==> src/design/lpfp_pkg.sv <==
package lpfp_pkg;

  localparam int BYTE_W     = 8;
  localparam int WORD_W     = 16;
  localparam int POINT_IDX_W = 4;
  localparam int CFG_IDX_W  = 2;

  localparam int DEF_POINTS_PER_FRAME = 12;

  // frame layout ahead of and after the point block
  localparam int POINTS_START = 6;
  localparam int TAIL_BYTES   = 4;

  localparam logic [BYTE_W-1:0] HEADER_RST = 8'd84;
  localparam logic [BYTE_W-1:0] LENGTH_RST = 8'd44;
  localparam logic [BYTE_W-1:0] POLY_RST   = 8'd77;

  typedef enum logic [CFG_IDX_W-1:0] {
    CFG_HEADER = 2'd0,
    CFG_LENGTH = 2'd1,
    CFG_POLY   = 2'd2,
    CFG_NONE   = 2'd3
  } cfg_idx_t;

  // sub-field of a point triple
  typedef enum logic [1:0] {
    PH_DIST_LO = 2'd0,
    PH_DIST_HI = 2'd1,
    PH_CONF    = 2'd2,
    PH_UNUSED  = 2'd3
  } pt_phase_t;

  // frame-wide fields handed to the emitter with a load strobe
  typedef struct packed {
    logic              load;
    logic [WORD_W-1:0] scan_speed;
    logic [WORD_W-1:0] first_angle;
    logic [WORD_W-1:0] last_angle;
    logic [WORD_W-1:0] stamp;
  } frame_info_t;

endpackage

==> src/design/lpfp_if.sv <==
interface lpfp_byte_if;
  logic                        valid;
  logic                        ready;
  logic [lpfp_pkg::BYTE_W-1:0] rx_byte;

  modport source (output valid, output rx_byte, input ready);
  modport sink   (input valid, input rx_byte, output ready);
endinterface

interface lpfp_point_if;
  logic                             valid;
  logic                             ready;
  logic [lpfp_pkg::POINT_IDX_W-1:0] point_index;
  logic [lpfp_pkg::WORD_W-1:0]      distance;
  logic [lpfp_pkg::BYTE_W-1:0]      confidence;
  logic [lpfp_pkg::WORD_W-1:0]      scan_speed;
  logic [lpfp_pkg::WORD_W-1:0]      first_angle;
  logic [lpfp_pkg::WORD_W-1:0]      last_angle;
  logic [lpfp_pkg::WORD_W-1:0]      stamp;
  logic                             last_point;

  modport source (output valid, output point_index, output distance, output confidence,
                  output scan_speed, output first_angle, output last_angle, output stamp,
                  output last_point, input ready);
  modport sink   (input valid, input point_index, input distance, input confidence,
                  input scan_speed, input first_angle, input last_angle, input stamp,
                  input last_point, output ready);
endinterface

==> src/design/lidar_point_frame_parser_unit.sv <==
// channel     dir  payload                                      transaction
// in_byte     in   rx_byte                                      one received byte
// out_point   out  point_index, distance, confidence, speed,    one point of a frame
//                  first/last angle, stamp, last_point
// cfg_*       in   cfg_index, cfg_data                          register write, no wait
//
// one byte is taken per ready cycle; parse and crc update sit between the byte and the
// frame registers. a good checksum byte loads a frame snapshot, which sends
// POINTS_PER_FRAME points, one per out_point transaction, while the next frame parses.
// in_byte stalls only on a checksum byte that arrives while the snapshot is still sending.
// synchronous active-low reset restores registers and returns the parser to idle.
module lidar_point_frame_parser_unit #(
  parameter int POINTS_PER_FRAME = lpfp_pkg::DEF_POINTS_PER_FRAME
) (
  input  logic                           clk,
  input  logic                           rst_n,
  input  logic                           cfg_we,
  input  logic [lpfp_pkg::CFG_IDX_W-1:0] cfg_index,
  input  logic [lpfp_pkg::BYTE_W-1:0]    cfg_data,
  lpfp_byte_if.sink                      in_byte,
  lpfp_point_if.source                   out_point
);
  import lpfp_pkg::*;

  localparam int POINTS_END = POINTS_START + 3 * POINTS_PER_FRAME;
  localparam int CRC_POS    = POINTS_END + TAIL_BYTES;
  localparam int POS_W      = $clog2(CRC_POS + 1);
  localparam int PT_W       = (POINTS_PER_FRAME > 1) ? $clog2(POINTS_PER_FRAME) : 1;

  localparam logic [POS_W-1:0] P_HDR   = POS_W'(0);
  localparam logic [POS_W-1:0] P_LEN   = POS_W'(1);
  localparam logic [POS_W-1:0] P_SPDL  = POS_W'(2);
  localparam logic [POS_W-1:0] P_SPDH  = POS_W'(3);
  localparam logic [POS_W-1:0] P_STAL  = POS_W'(4);
  localparam logic [POS_W-1:0] P_STAH  = POS_W'(5);
  localparam logic [POS_W-1:0] P_ENDL  = POS_W'(POINTS_END);
  localparam logic [POS_W-1:0] P_ENDH  = POS_W'(POINTS_END + 1);
  localparam logic [POS_W-1:0] P_STML  = POS_W'(POINTS_END + 2);
  localparam logic [POS_W-1:0] P_CRC   = POS_W'(CRC_POS);

  logic [BYTE_W-1:0] hdr_r, len_r, poly_r;
  logic [POS_W-1:0]  pos_r, pos_nxt;
  logic [BYTE_W-1:0] crc_r, crc_nxt, crc_upd;
  logic [PT_W-1:0]   pt_r, pt_nxt;
  pt_phase_t         phase_r, phase_nxt;
  logic [WORD_W-1:0] speed_r, speed_nxt, start_r, start_nxt;
  logic [WORD_W-1:0] end_r, end_nxt, stamp_r, stamp_nxt;
  logic [WORD_W-1:0] dist_r [POINTS_PER_FRAME];
  logic [BYTE_W-1:0] conf_r [POINTS_PER_FRAME];
  logic              dist_lo_we, dist_hi_we, conf_we;
  logic              accept, emit_busy;
  logic [BYTE_W-1:0] b;
  frame_info_t       info;

  assign b             = in_byte.rx_byte;
  assign in_byte.ready = (pos_r != P_CRC) || !emit_busy;
  assign accept        = in_byte.valid && in_byte.ready;

  always_ff @(posedge clk) begin
    if (!rst_n) begin
      hdr_r  <= HEADER_RST;
      len_r  <= LENGTH_RST;
      poly_r <= POLY_RST;
    end else if (cfg_we) begin
      case (cfg_idx_t'(cfg_index))
        CFG_HEADER: hdr_r  <= cfg_data;
        CFG_LENGTH: len_r  <= cfg_data;
        CFG_POLY:   poly_r <= cfg_data;
        default: ;
      endcase
    end
  end

  lpfp_crc8 u_crc (
    .crc_i  (crc_r),
    .data_i (b),
    .poly_i (poly_r),
    .crc_o  (crc_upd)
  );

  always_comb begin
    pos_nxt    = pos_r;
    crc_nxt    = crc_r;
    pt_nxt     = pt_r;
    phase_nxt  = phase_r;
    speed_nxt  = speed_r;
    start_nxt  = start_r;
    end_nxt    = end_r;
    stamp_nxt  = stamp_r;
    dist_lo_we = 1'b0;
    dist_hi_we = 1'b0;
    conf_we    = 1'b0;
    info.load        = 1'b0;
    info.scan_speed  = speed_r;
    info.first_angle = start_r;
    info.last_angle  = end_r;
    info.stamp       = stamp_r;
    if (accept) begin
      pos_nxt = pos_r + 1'b1;
      crc_nxt = crc_upd;
      if (pos_r == P_CRC) begin
        info.load = (b == crc_r);
        pos_nxt   = '0;
        crc_nxt   = '0;
        pt_nxt    = '0;
        phase_nxt = PH_DIST_LO;
      end else if ((pos_r == P_HDR && b != hdr_r) || (pos_r == P_LEN && b != len_r)) begin
        // bad header or length: drop back to idle without re-checking this byte
        pos_nxt   = '0;
        crc_nxt   = '0;
        pt_nxt    = '0;
        phase_nxt = PH_DIST_LO;
      end else if (pos_r == P_SPDL) begin
        speed_nxt = {speed_r[WORD_W-1:BYTE_W], b};
      end else if (pos_r == P_SPDH) begin
        speed_nxt = {b, speed_r[BYTE_W-1:0]};
      end else if (pos_r == P_STAL) begin
        start_nxt = {start_r[WORD_W-1:BYTE_W], b};
      end else if (pos_r == P_STAH) begin
        start_nxt = {b, start_r[BYTE_W-1:0]};
      end else if (pos_r > P_STAH && pos_r < P_ENDL) begin
        case (phase_r)
          PH_DIST_LO: begin
            dist_lo_we = 1'b1;
            phase_nxt  = PH_DIST_HI;
          end
          PH_DIST_HI: begin
            dist_hi_we = 1'b1;
            phase_nxt  = PH_CONF;
          end
          PH_CONF: begin
            conf_we   = 1'b1;
            pt_nxt    = pt_r + 1'b1;
            phase_nxt = PH_DIST_LO;
          end
          default: phase_nxt = PH_DIST_LO;
        endcase
      end else if (pos_r == P_ENDL) begin
        end_nxt = {end_r[WORD_W-1:BYTE_W], b};
      end else if (pos_r == P_ENDH) begin
        end_nxt = {b, end_r[BYTE_W-1:0]};
      end else if (pos_r == P_STML) begin
        stamp_nxt = {stamp_r[WORD_W-1:BYTE_W], b};
      end else if (pos_r != P_HDR && pos_r != P_LEN) begin
        stamp_nxt = {b, stamp_r[BYTE_W-1:0]};
      end
    end
  end

  always_ff @(posedge clk) begin
    if (!rst_n) begin
      pos_r   <= '0;
      crc_r   <= '0;
      pt_r    <= '0;
      phase_r <= PH_DIST_LO;
      speed_r <= '0;
      start_r <= '0;
      end_r   <= '0;
      stamp_r <= '0;
    end else begin
      pos_r   <= pos_nxt;
      crc_r   <= crc_nxt;
      pt_r    <= pt_nxt;
      phase_r <= phase_nxt;
      speed_r <= speed_nxt;
      start_r <= start_nxt;
      end_r   <= end_nxt;
      stamp_r <= stamp_nxt;
    end
  end

  always_ff @(posedge clk) begin
    if (dist_lo_we) begin
      dist_r[pt_r][BYTE_W-1:0] <= b;
    end
    if (dist_hi_we) begin
      dist_r[pt_r][WORD_W-1:BYTE_W] <= b;
    end
    if (conf_we) begin
      conf_r[pt_r] <= b;
    end
  end

  lpfp_emit #(
    .POINTS_PER_FRAME (POINTS_PER_FRAME)
  ) u_emit (
    .clk       (clk),
    .rst_n     (rst_n),
    .info_i    (info),
    .dist_i    (dist_r),
    .conf_i    (conf_r),
    .busy_o    (emit_busy),
    .out_point (out_point)
  );

  a_no_load_while_busy: assert property (@(posedge clk) disable iff (!rst_n)
    (accept && pos_r == P_CRC) |-> !out_point.valid)
    else $error("checksum byte taken while points still sending");

  a_frame_ends_after_last: assert property (@(posedge clk) disable iff (!rst_n)
    (out_point.valid && out_point.ready && out_point.last_point) |=> !out_point.valid)
    else $error("point output continues past last point");

  a_pos_in_range: assert property (@(posedge clk) disable iff (!rst_n)
    pos_r <= P_CRC)
    else $error("byte position beyond checksum");

  a_bad_header_idle: assert property (@(posedge clk) disable iff (!rst_n)
    (accept && pos_r == P_HDR && b != hdr_r) |=> (pos_r == P_HDR && crc_r == '0))
    else $error("parser left idle on wrong header byte");

endmodule

==> src/design/lpfp_crc8.sv <==
module lpfp_crc8 (
  input  logic [lpfp_pkg::BYTE_W-1:0] crc_i,
  input  logic [lpfp_pkg::BYTE_W-1:0] data_i,
  input  logic [lpfp_pkg::BYTE_W-1:0] poly_i,
  output logic [lpfp_pkg::BYTE_W-1:0] crc_o
);
  import lpfp_pkg::*;

  // msb-first, one bit per step
  always_comb begin
    logic [BYTE_W-1:0] c;
    c = crc_i ^ data_i;
    for (int k = 0; k < BYTE_W; k++) begin
      if (c[BYTE_W-1]) begin
        c = {c[BYTE_W-2:0], 1'b0} ^ poly_i;
      end else begin
        c = {c[BYTE_W-2:0], 1'b0};
      end
    end
    crc_o = c;
  end

endmodule

==> src/design/lpfp_emit.sv <==
module lpfp_emit #(
  parameter int POINTS_PER_FRAME = lpfp_pkg::DEF_POINTS_PER_FRAME
) (
  input  logic                        clk,
  input  logic                        rst_n,
  input  lpfp_pkg::frame_info_t       info_i,
  input  logic [lpfp_pkg::WORD_W-1:0] dist_i [POINTS_PER_FRAME],
  input  logic [lpfp_pkg::BYTE_W-1:0] conf_i [POINTS_PER_FRAME],
  output logic                        busy_o,
  lpfp_point_if.source                out_point
);
  import lpfp_pkg::*;

  localparam int IDX_W = (POINTS_PER_FRAME > 1) ? $clog2(POINTS_PER_FRAME) : 1;
  localparam logic [IDX_W-1:0] LAST_IDX = IDX_W'(POINTS_PER_FRAME - 1);

  logic              busy_r, busy_nxt;
  logic [IDX_W-1:0]  idx_r, idx_nxt;
  logic [WORD_W-1:0] dist_r [POINTS_PER_FRAME];
  logic [BYTE_W-1:0] conf_r [POINTS_PER_FRAME];
  logic [WORD_W-1:0] speed_r, start_r, end_r, stamp_r;
  logic [IDX_W+POINT_IDX_W-1:0] idx_ext;

  always_comb begin
    busy_nxt = busy_r;
    idx_nxt  = idx_r;
    if (info_i.load) begin
      busy_nxt = 1'b1;
      idx_nxt  = '0;
    end else if (busy_r && out_point.ready) begin
      if (idx_r == LAST_IDX) begin
        busy_nxt = 1'b0;
        idx_nxt  = '0;
      end else begin
        idx_nxt = idx_r + 1'b1;
      end
    end
  end

  always_ff @(posedge clk) begin
    if (!rst_n) begin
      busy_r <= 1'b0;
      idx_r  <= '0;
    end else begin
      busy_r <= busy_nxt;
      idx_r  <= idx_nxt;
    end
  end

  // frame snapshot, so parsing of the next frame can run during emission
  always_ff @(posedge clk) begin
    if (info_i.load) begin
      dist_r  <= dist_i;
      conf_r  <= conf_i;
      speed_r <= info_i.scan_speed;
      start_r <= info_i.first_angle;
      end_r   <= info_i.last_angle;
      stamp_r <= info_i.stamp;
    end
  end

  assign idx_ext = {{POINT_IDX_W{1'b0}}, idx_r};

  assign busy_o                = busy_r;
  assign out_point.valid       = busy_r;
  assign out_point.point_index = idx_ext[POINT_IDX_W-1:0];
  assign out_point.distance    = dist_r[idx_r];
  assign out_point.confidence  = conf_r[idx_r];
  assign out_point.scan_speed  = speed_r;
  assign out_point.first_angle = start_r;
  assign out_point.last_angle  = end_r;
  assign out_point.stamp       = stamp_r;
  assign out_point.last_point  = (idx_r == LAST_IDX);

endmodule
==> src/flat_wrapper.sv <==
// flat-port wrapper written by rule: the top's interface ports become plain ports
module lidar_point_frame_parser_unit_flat import lpfp_pkg::*;
#(
  parameter int POINTS_PER_FRAME = lpfp_pkg::DEF_POINTS_PER_FRAME
)
  (clk, rst_n, cfg_we, cfg_index, cfg_data, in_byte_valid, in_byte_rx_byte, in_byte_ready, out_point_valid, out_point_point_index, out_point_distance, out_point_confidence, out_point_scan_speed, out_point_first_angle, out_point_last_angle, out_point_stamp, out_point_last_point, out_point_ready);
  lpfp_byte_if in_byte_i ();
  lpfp_point_if out_point_i ();
  input  logic clk;
  input  logic rst_n;
  input  logic cfg_we;
  input  logic [lpfp_pkg::CFG_IDX_W-1:0] cfg_index;
  input  logic [lpfp_pkg::BYTE_W-1:0] cfg_data;
  input wire logic [$bits(in_byte_i.valid)-1:0] in_byte_valid;
  input wire logic [$bits(in_byte_i.rx_byte)-1:0] in_byte_rx_byte;
  output wire logic [$bits(in_byte_i.ready)-1:0] in_byte_ready;
  output wire logic [$bits(out_point_i.valid)-1:0] out_point_valid;
  output wire logic [$bits(out_point_i.point_index)-1:0] out_point_point_index;
  output wire logic [$bits(out_point_i.distance)-1:0] out_point_distance;
  output wire logic [$bits(out_point_i.confidence)-1:0] out_point_confidence;
  output wire logic [$bits(out_point_i.scan_speed)-1:0] out_point_scan_speed;
  output wire logic [$bits(out_point_i.first_angle)-1:0] out_point_first_angle;
  output wire logic [$bits(out_point_i.last_angle)-1:0] out_point_last_angle;
  output wire logic [$bits(out_point_i.stamp)-1:0] out_point_stamp;
  output wire logic [$bits(out_point_i.last_point)-1:0] out_point_last_point;
  input wire logic [$bits(out_point_i.ready)-1:0] out_point_ready;
  assign in_byte_i.valid = in_byte_valid;
  assign in_byte_i.rx_byte = in_byte_rx_byte;
  assign in_byte_ready = in_byte_i.ready;
  assign out_point_valid = out_point_i.valid;
  assign out_point_point_index = out_point_i.point_index;
  assign out_point_distance = out_point_i.distance;
  assign out_point_confidence = out_point_i.confidence;
  assign out_point_scan_speed = out_point_i.scan_speed;
  assign out_point_first_angle = out_point_i.first_angle;
  assign out_point_last_angle = out_point_i.last_angle;
  assign out_point_stamp = out_point_i.stamp;
  assign out_point_last_point = out_point_i.last_point;
  assign out_point_i.ready = out_point_ready;
  lidar_point_frame_parser_unit #(.POINTS_PER_FRAME(POINTS_PER_FRAME)) u_core (.clk(clk), .rst_n(rst_n), .cfg_we(cfg_we), .cfg_index(cfg_index), .cfg_data(cfg_data), .in_byte(in_byte_i), .out_point(out_point_i));
endmodule
==> config.mk <==
export PLATFORM = sky130hd
export DESIGN_NAME = lidar_point_frame_parser_unit_flat
export DESIGN_NICKNAME = d
export VERILOG_FILES = /design/src/design/lpfp_pkg.sv /design/src/design/lpfp_if.sv /design/src/design/lidar_point_frame_parser_unit.sv /design/src/design/lpfp_crc8.sv /design/src/design/lpfp_emit.sv /design/src/flat_wrapper.sv
export SDC_FILE = /design/constraint.sdc
export NUM_CORES = 1
export LEC_CHECK = 0
export BUFFER_PORTS_ARGS = -buffer_cell sky130_fd_sc_hd__clkbuf_2
export CAP_MARGIN = 20
export CORE_ASPECT_RATIO = 1.75
export CORE_MARGIN = 3
export CORE_UTILIZATION = 65
export DETAILED_ROUTE_END_ITERATION = 7
export HOLD_SLACK_MARGIN = 0.08
export PLACE_DENSITY = 0.83
export SETUP_SLACK_MARGIN = 0.2
export SYNTH_ARGS = -nofsm -noshare
export SYNTH_HDL_FRONTEND = slang
export SYNTH_SLANG_ARGS = --single-unit
==> constraint.sdc <==
create_clock -name clk -period 27.2 [get_ports clk]
set_input_delay 2.72 -clock clk [delete_from_list [all_inputs] [get_ports clk]]
set_output_delay 2.72 -clock clk [all_outputs]
set_load 0.005 [all_outputs]
### After elaboration in Yosys (flattened, before gate mapping)

Index checks and enable logic that the tools add are counted.
Widths: inputs -> output; s select.

| operators by class | value |
|---|---|
| add/subtract/negate cells | 3 |
| order comparisons | 5 |
| equal/unequal tests | 23 |
| multiplexer cells | 82 |
| bitwise operators | 22 |
| reduce and logical (&&, ||, !) cells | 33 |

Operators with widths:

| kind | count |
|---|---|
| $bwmux 192 | 2 |
| $mux 192 | 2 |
| $mux 8 | 18 |
| $demux 16 s4 | 2 |
| $bwmux 96 | 1 |
| $xor 8x8->8 | 9 |
| $bmux 16 s4 | 1 |
| $mux 16 | 3 |
| $mux 4 | 9 |
| $bmux 8 s4 | 1 |
| $demux 8 s4 | 1 |
| $mux 1 | 32 |
| $eq 6x6->1 const B | 4 |
| $ne 8x8->1 | 2 |
| $mux 2 | 7 |
| $reduce_and 7->1 | 2 |
| $eq 6x2->1 const B | 2 |
| $eq 6x3->1 const B | 2 |
| $mux 6 | 2 |
| $ne 3x1->1 const B | 4 |
| $reduce_and 12->1 | 1 |
| $reduce_and 6->1 | 2 |
| $not 1->1 | 11 |
| $reduce_and 11->1 | 1 |
| 29 further kinds | 47 |

| storage, ports and cells | value |
|---|---|
| bits in registers | 753 |
| input bits | 23 |
| output and inout port bits | 95 |
| word-level logic and storage cells | 237 |

### Depth between registers and ports, before layout

| logic depth | value |
|---|---|
| word-level depth | 19 |
| depth in mapped cells | 14 |
| mapped depth without buffers | 12 |

### By module

Synthesis repeated with hierarchy kept, for this count alone.

| unflattened totals | value |
|---|---|
| cell total of the unflattened synthesis | 1711 |
| area, all modules | 28533.6 µm² |

Modules (own cells, without submodules):

| module | instances | cells an instance | area each (µm²) | seq. area each (µm²) |
|---|---|---|---|---|
| lidar_point_frame_parser_unit | 1 | 965 | 14119.8 | 10810.4 |
| lpfp_emit | 1 | 549 | 12951.2 | 10670.2 |
| lpfp_crc8 | 1 | 197 | 1462.7 | 0.0 |

### Least setup slack after synthesis

No wires, ideal clock.

| timing | value |
|---|---|
| kind | input port to flip-flop |
| from | in in_byte_rx_byte[7] |
| to | reg u_core.u_emit.conf_r[0] (netlist name) (enable) |
| setup time | 0.699 ns |
| arrival | 10.249 ns |
| data required time | 26.501 ns |
| setup slack | 16.252 ns |
| stages | 5 |
| path buffers | 1 |
| path through | xor2_2 -> buf_2 -> nor4_1 -> nand4_1 -> inv_1 |

RTL lines:

| item | RTL line | source |
|---|---|---|
| from (decl) | flat_wrapper.sv:15 | `input wire logic [$bits(in_byte_i.rx_byte)-1:0] in_byte_rx_byte;` |
| to (signal assigned) | lpfp_emit.sv:54 | `conf_r <= conf_i;` |
| to (decl) | lpfp_emit.sv:20 | `logic [BYTE_W-1:0] conf_r [POINTS_PER_FRAME];` |

==> reports/qor.yml <==
vias: 14900
holdPathStages: 0
synth_top_area_share_pct: 67.47
r2r_slack_ns: 22.14
path_clk_slew_ns: 0.07
synth_top_cell_by_area: "edfxtp_1"
dp.cells: 2311
power_density_mw_per_mm2: 71.19
post_cts_buffers: 0
grt_max_degree: 106
postSynthNetCount: 1740
r2r-start: "u_core.pos_r[0]$_SDFFE_PN0P_"
drc: 0
initial_utilization_pct: 66.37
seq_area_frac_synth_pct: 75.41
synth_compound_area_share_pct: 2.657
worst_setup_path_start_kind: "input pin"
antenna_found_initial: 0
rsz0062_at_grt: "false"
synth_fa_ha_area_share_pct: 0.4393
ctsHoldBuffers: 0
r2r-end: "u_core.u_emit.dist_r[169]$_DFFE_PP_"
setup_violations: 0
finalPower_mw: 2.259
leakage_nw: 9.972
drt_iter0_markers: 1492
arrival_ns: 6.91
wl_um: 59990
design_area_sq_mm: 0.03173
fillers: 2394
multi_input_area_sq_mm: 0.006526
clock.fmax_mhz: 149.9
cts-buffers-inserted: 60
muxShareOfSynthArea_pct: 9.527
worst_pin_slew_ns: 1.088
clk_path_buf_depth: 3
grt_pass1_wl_um: 91830
synth_common_cells: "640 x edfxtp_1, 162 x nor2_1, 118 x nand2_1, 113 x dfxtp_1, 108 x mux2i_1"
die_w_um: 164.2
post-place-ws_ns: 19.93
register_area_sq_mm: 0.02149
slew_headroom_pct: 27.49
yosysWarningCount: 0
timing.final.crit_share_pct: 24.52
core_region_area_sq_mm: 0.04292
antennaDiodeCount: 0
wl_per_cell_um: 24.75
layout_min_cycle_time_ns: 6.670
finClkSkew_ns: 0.01966
timing.setup.tns_ns: 0
hold_slack_ns: 0.4095
utilization_pct: 73.94
first_pass_iters: 5
die_area_sq_mm: 0.04647
path_class: "in2reg"
synth_top_family_by_area: "multiplexers"
cts-root-buf: "clkbuf_16"
die_y_um: 282.9
cts_tree: "built"
vias_per_cell: 6.147
synthTopCellsByArea: "edfxtp_1 67%, dfxtp_1 7.9%, mux4_2 5.7%, mux2i_1 3.8%, nor2_1 2.1%"
finalNetCount: 1845
clkLatencyLatePin_ns: 0.63
ctsResizeCount: 0
yosys_register_bits: 753
ys.flop_type: "edfxtp_1"
status: "complete, no violations"
synth-simple-area-share_pct: 7.379
port_buffers: 117
min-delay-start: "u_core.conf_r[47]$_DFFE_PP_"
instances_no_fill: 2424
vdd_drop_max_mv: 0.06236
area_growth_pct: 11.40
dpl.hpwl_um: 36930
grt_util_all_layers_pct: 26.35
crit_path_max_fanout: 105
postPlaceCellArea_sq_mm: 0.02958
maxCapViolCount: 0
synth_edf_count: 640
synth_cell_types: 65
synth-xor-area-share_pct: 2.908
cts.sinks: 753
grt_pass1_vias: 15650
yosysMostFrequentCell: "edfxtp_1"
rr_worst_depth: 9
syn_inst: 1707
syn_area_sq_mm: 0.02848
core.rowCount: 100
synthArstFlopShare_pct: 0
hold_path.class: "reg2reg"
final_antenna_net_count: 0
required_ns: 27.44
drv_slew: 0
ios: 118
finalHoldViolCount: 0
setup_ws_ns: 20.53
hold_path_end: "u_core.u_emit.conf_r[47]$_DFFE_PP_"
grt_overflow: 0
crit_path_end_kind: "flop"
syn_area_per_cell_sq_um: 16.69
cts-htree-levels: 2
gp_congestion: 0.8208
layout-drive-gt1-share_pct: 17.55
[worst max-delay path: stages]
cell and delay [ns]:
clkbuf_2 0.08, buf_4 0.42, xor2_2 0.34, nor4_1 0.34, nand4_1 0.30, inv_8 0.62, buf_4 0.97, buf_4 0.93
[cell type report]
cell class,count,area share [%]
Sequential cell,753,67.72
Timing Repair Buffer,137,2.319
Clock buffer,72,5.004
Inverter,33,0.4140
Multi-Input combinational cell,827,20.57
Clock inverter,41,1.763
Tap cell,561,2.212
[flip-flops by register name, summed over array words and instances (netlist names), 16 cells and up]
register,count
u_core.end_r,16
u_core.u_emit.out_point.stamp,16
u_core.stamp_r,16
u_core.dist_r,192
u_core.u_emit.out_point.scan_speed,16
u_core.start_r,16
u_core.u_emit.conf_r,96
u_core.u_emit.out_point.last_angle,16
u_core.u_emit.out_point.first_angle,16
u_core.speed_r,16
u_core.u_emit.dist_r,192
u_core.conf_r,96
[power by group]
group | switching, mW | total, mW | internal [mW]
sequential | 0.00216 | 1.24 | 1.24
clock | 0.403 | 0.936 | 0.534
combinational | 0.0464 | 0.0821 | 0.0357
[how the worst max path moves through the flow]
stage / from / to / slack (ns) / cells after the start
after CTS: in_byte_rx_byte[7] / u_core.u_emit.dist_r[10]$_DFFE_PP_ / 20.58 / 8
after detailed placement: in_byte_rx_byte[7] / u_core.u_emit.dist_r[12]$_DFFE_PP_ / 19.93 / 8
after global placement: in_byte_rx_byte[7] / u_core.u_emit.dist_r[13]$_DFFE_PP_ / 20.01 / 8
after floorplan: in_byte_rx_byte[7] / u_core.u_emit.conf_r[0]$_DFFE_PP_ / 16.25 / 5
after global routing: in_byte_rx_byte[7] / u_core.u_emit.dist_r[137]$_DFFE_PP_ / 20.22 / 8
final: in_byte_rx_byte[7] / u_core.u_emit.dist_r[169]$_DFFE_PP_ / 20.53 / 8
[routing by layer]
layer | GRT usage (%) | part of all wire (%) | vias up
met5 | 0 | 0 | -
met3 | 4.108 | 5.9 | 179
li1 | - | - | 6561
met2 | 46.74 | 54 | 673
met1 | 31.11 | 35 | 7487
met4 | 12.68 | 5.1 | 0
[placed cells by master (no fill, tap or decap), types with 24 or more instances in the layout]
cell type	Yosys	final
edfxtp_1	640	640
nand2_1	118	118
mux4_2	72	72
nor2_1	162	162
inv_1	32	31
nor2b_1	78	78
xnor2_1	42	42
mux2i_1	108	108
clkbuf_16	0	61
clkbuf_2	0	117
o22ai_1	24	24
dfxtp_1	113	110
[kinds of logic after synthesis]
family | count (synthesis)
flip-flops | 753
AND/OR/NAND/NOR | 449
buffers and inverters | 127
adder cells (fa/ha/maj) | 10
XOR/XNOR | 76
multiplexers | 181
AO/OA/AOI/OAI | 111
Note: power is estimated with default switching activity, not from simulation.
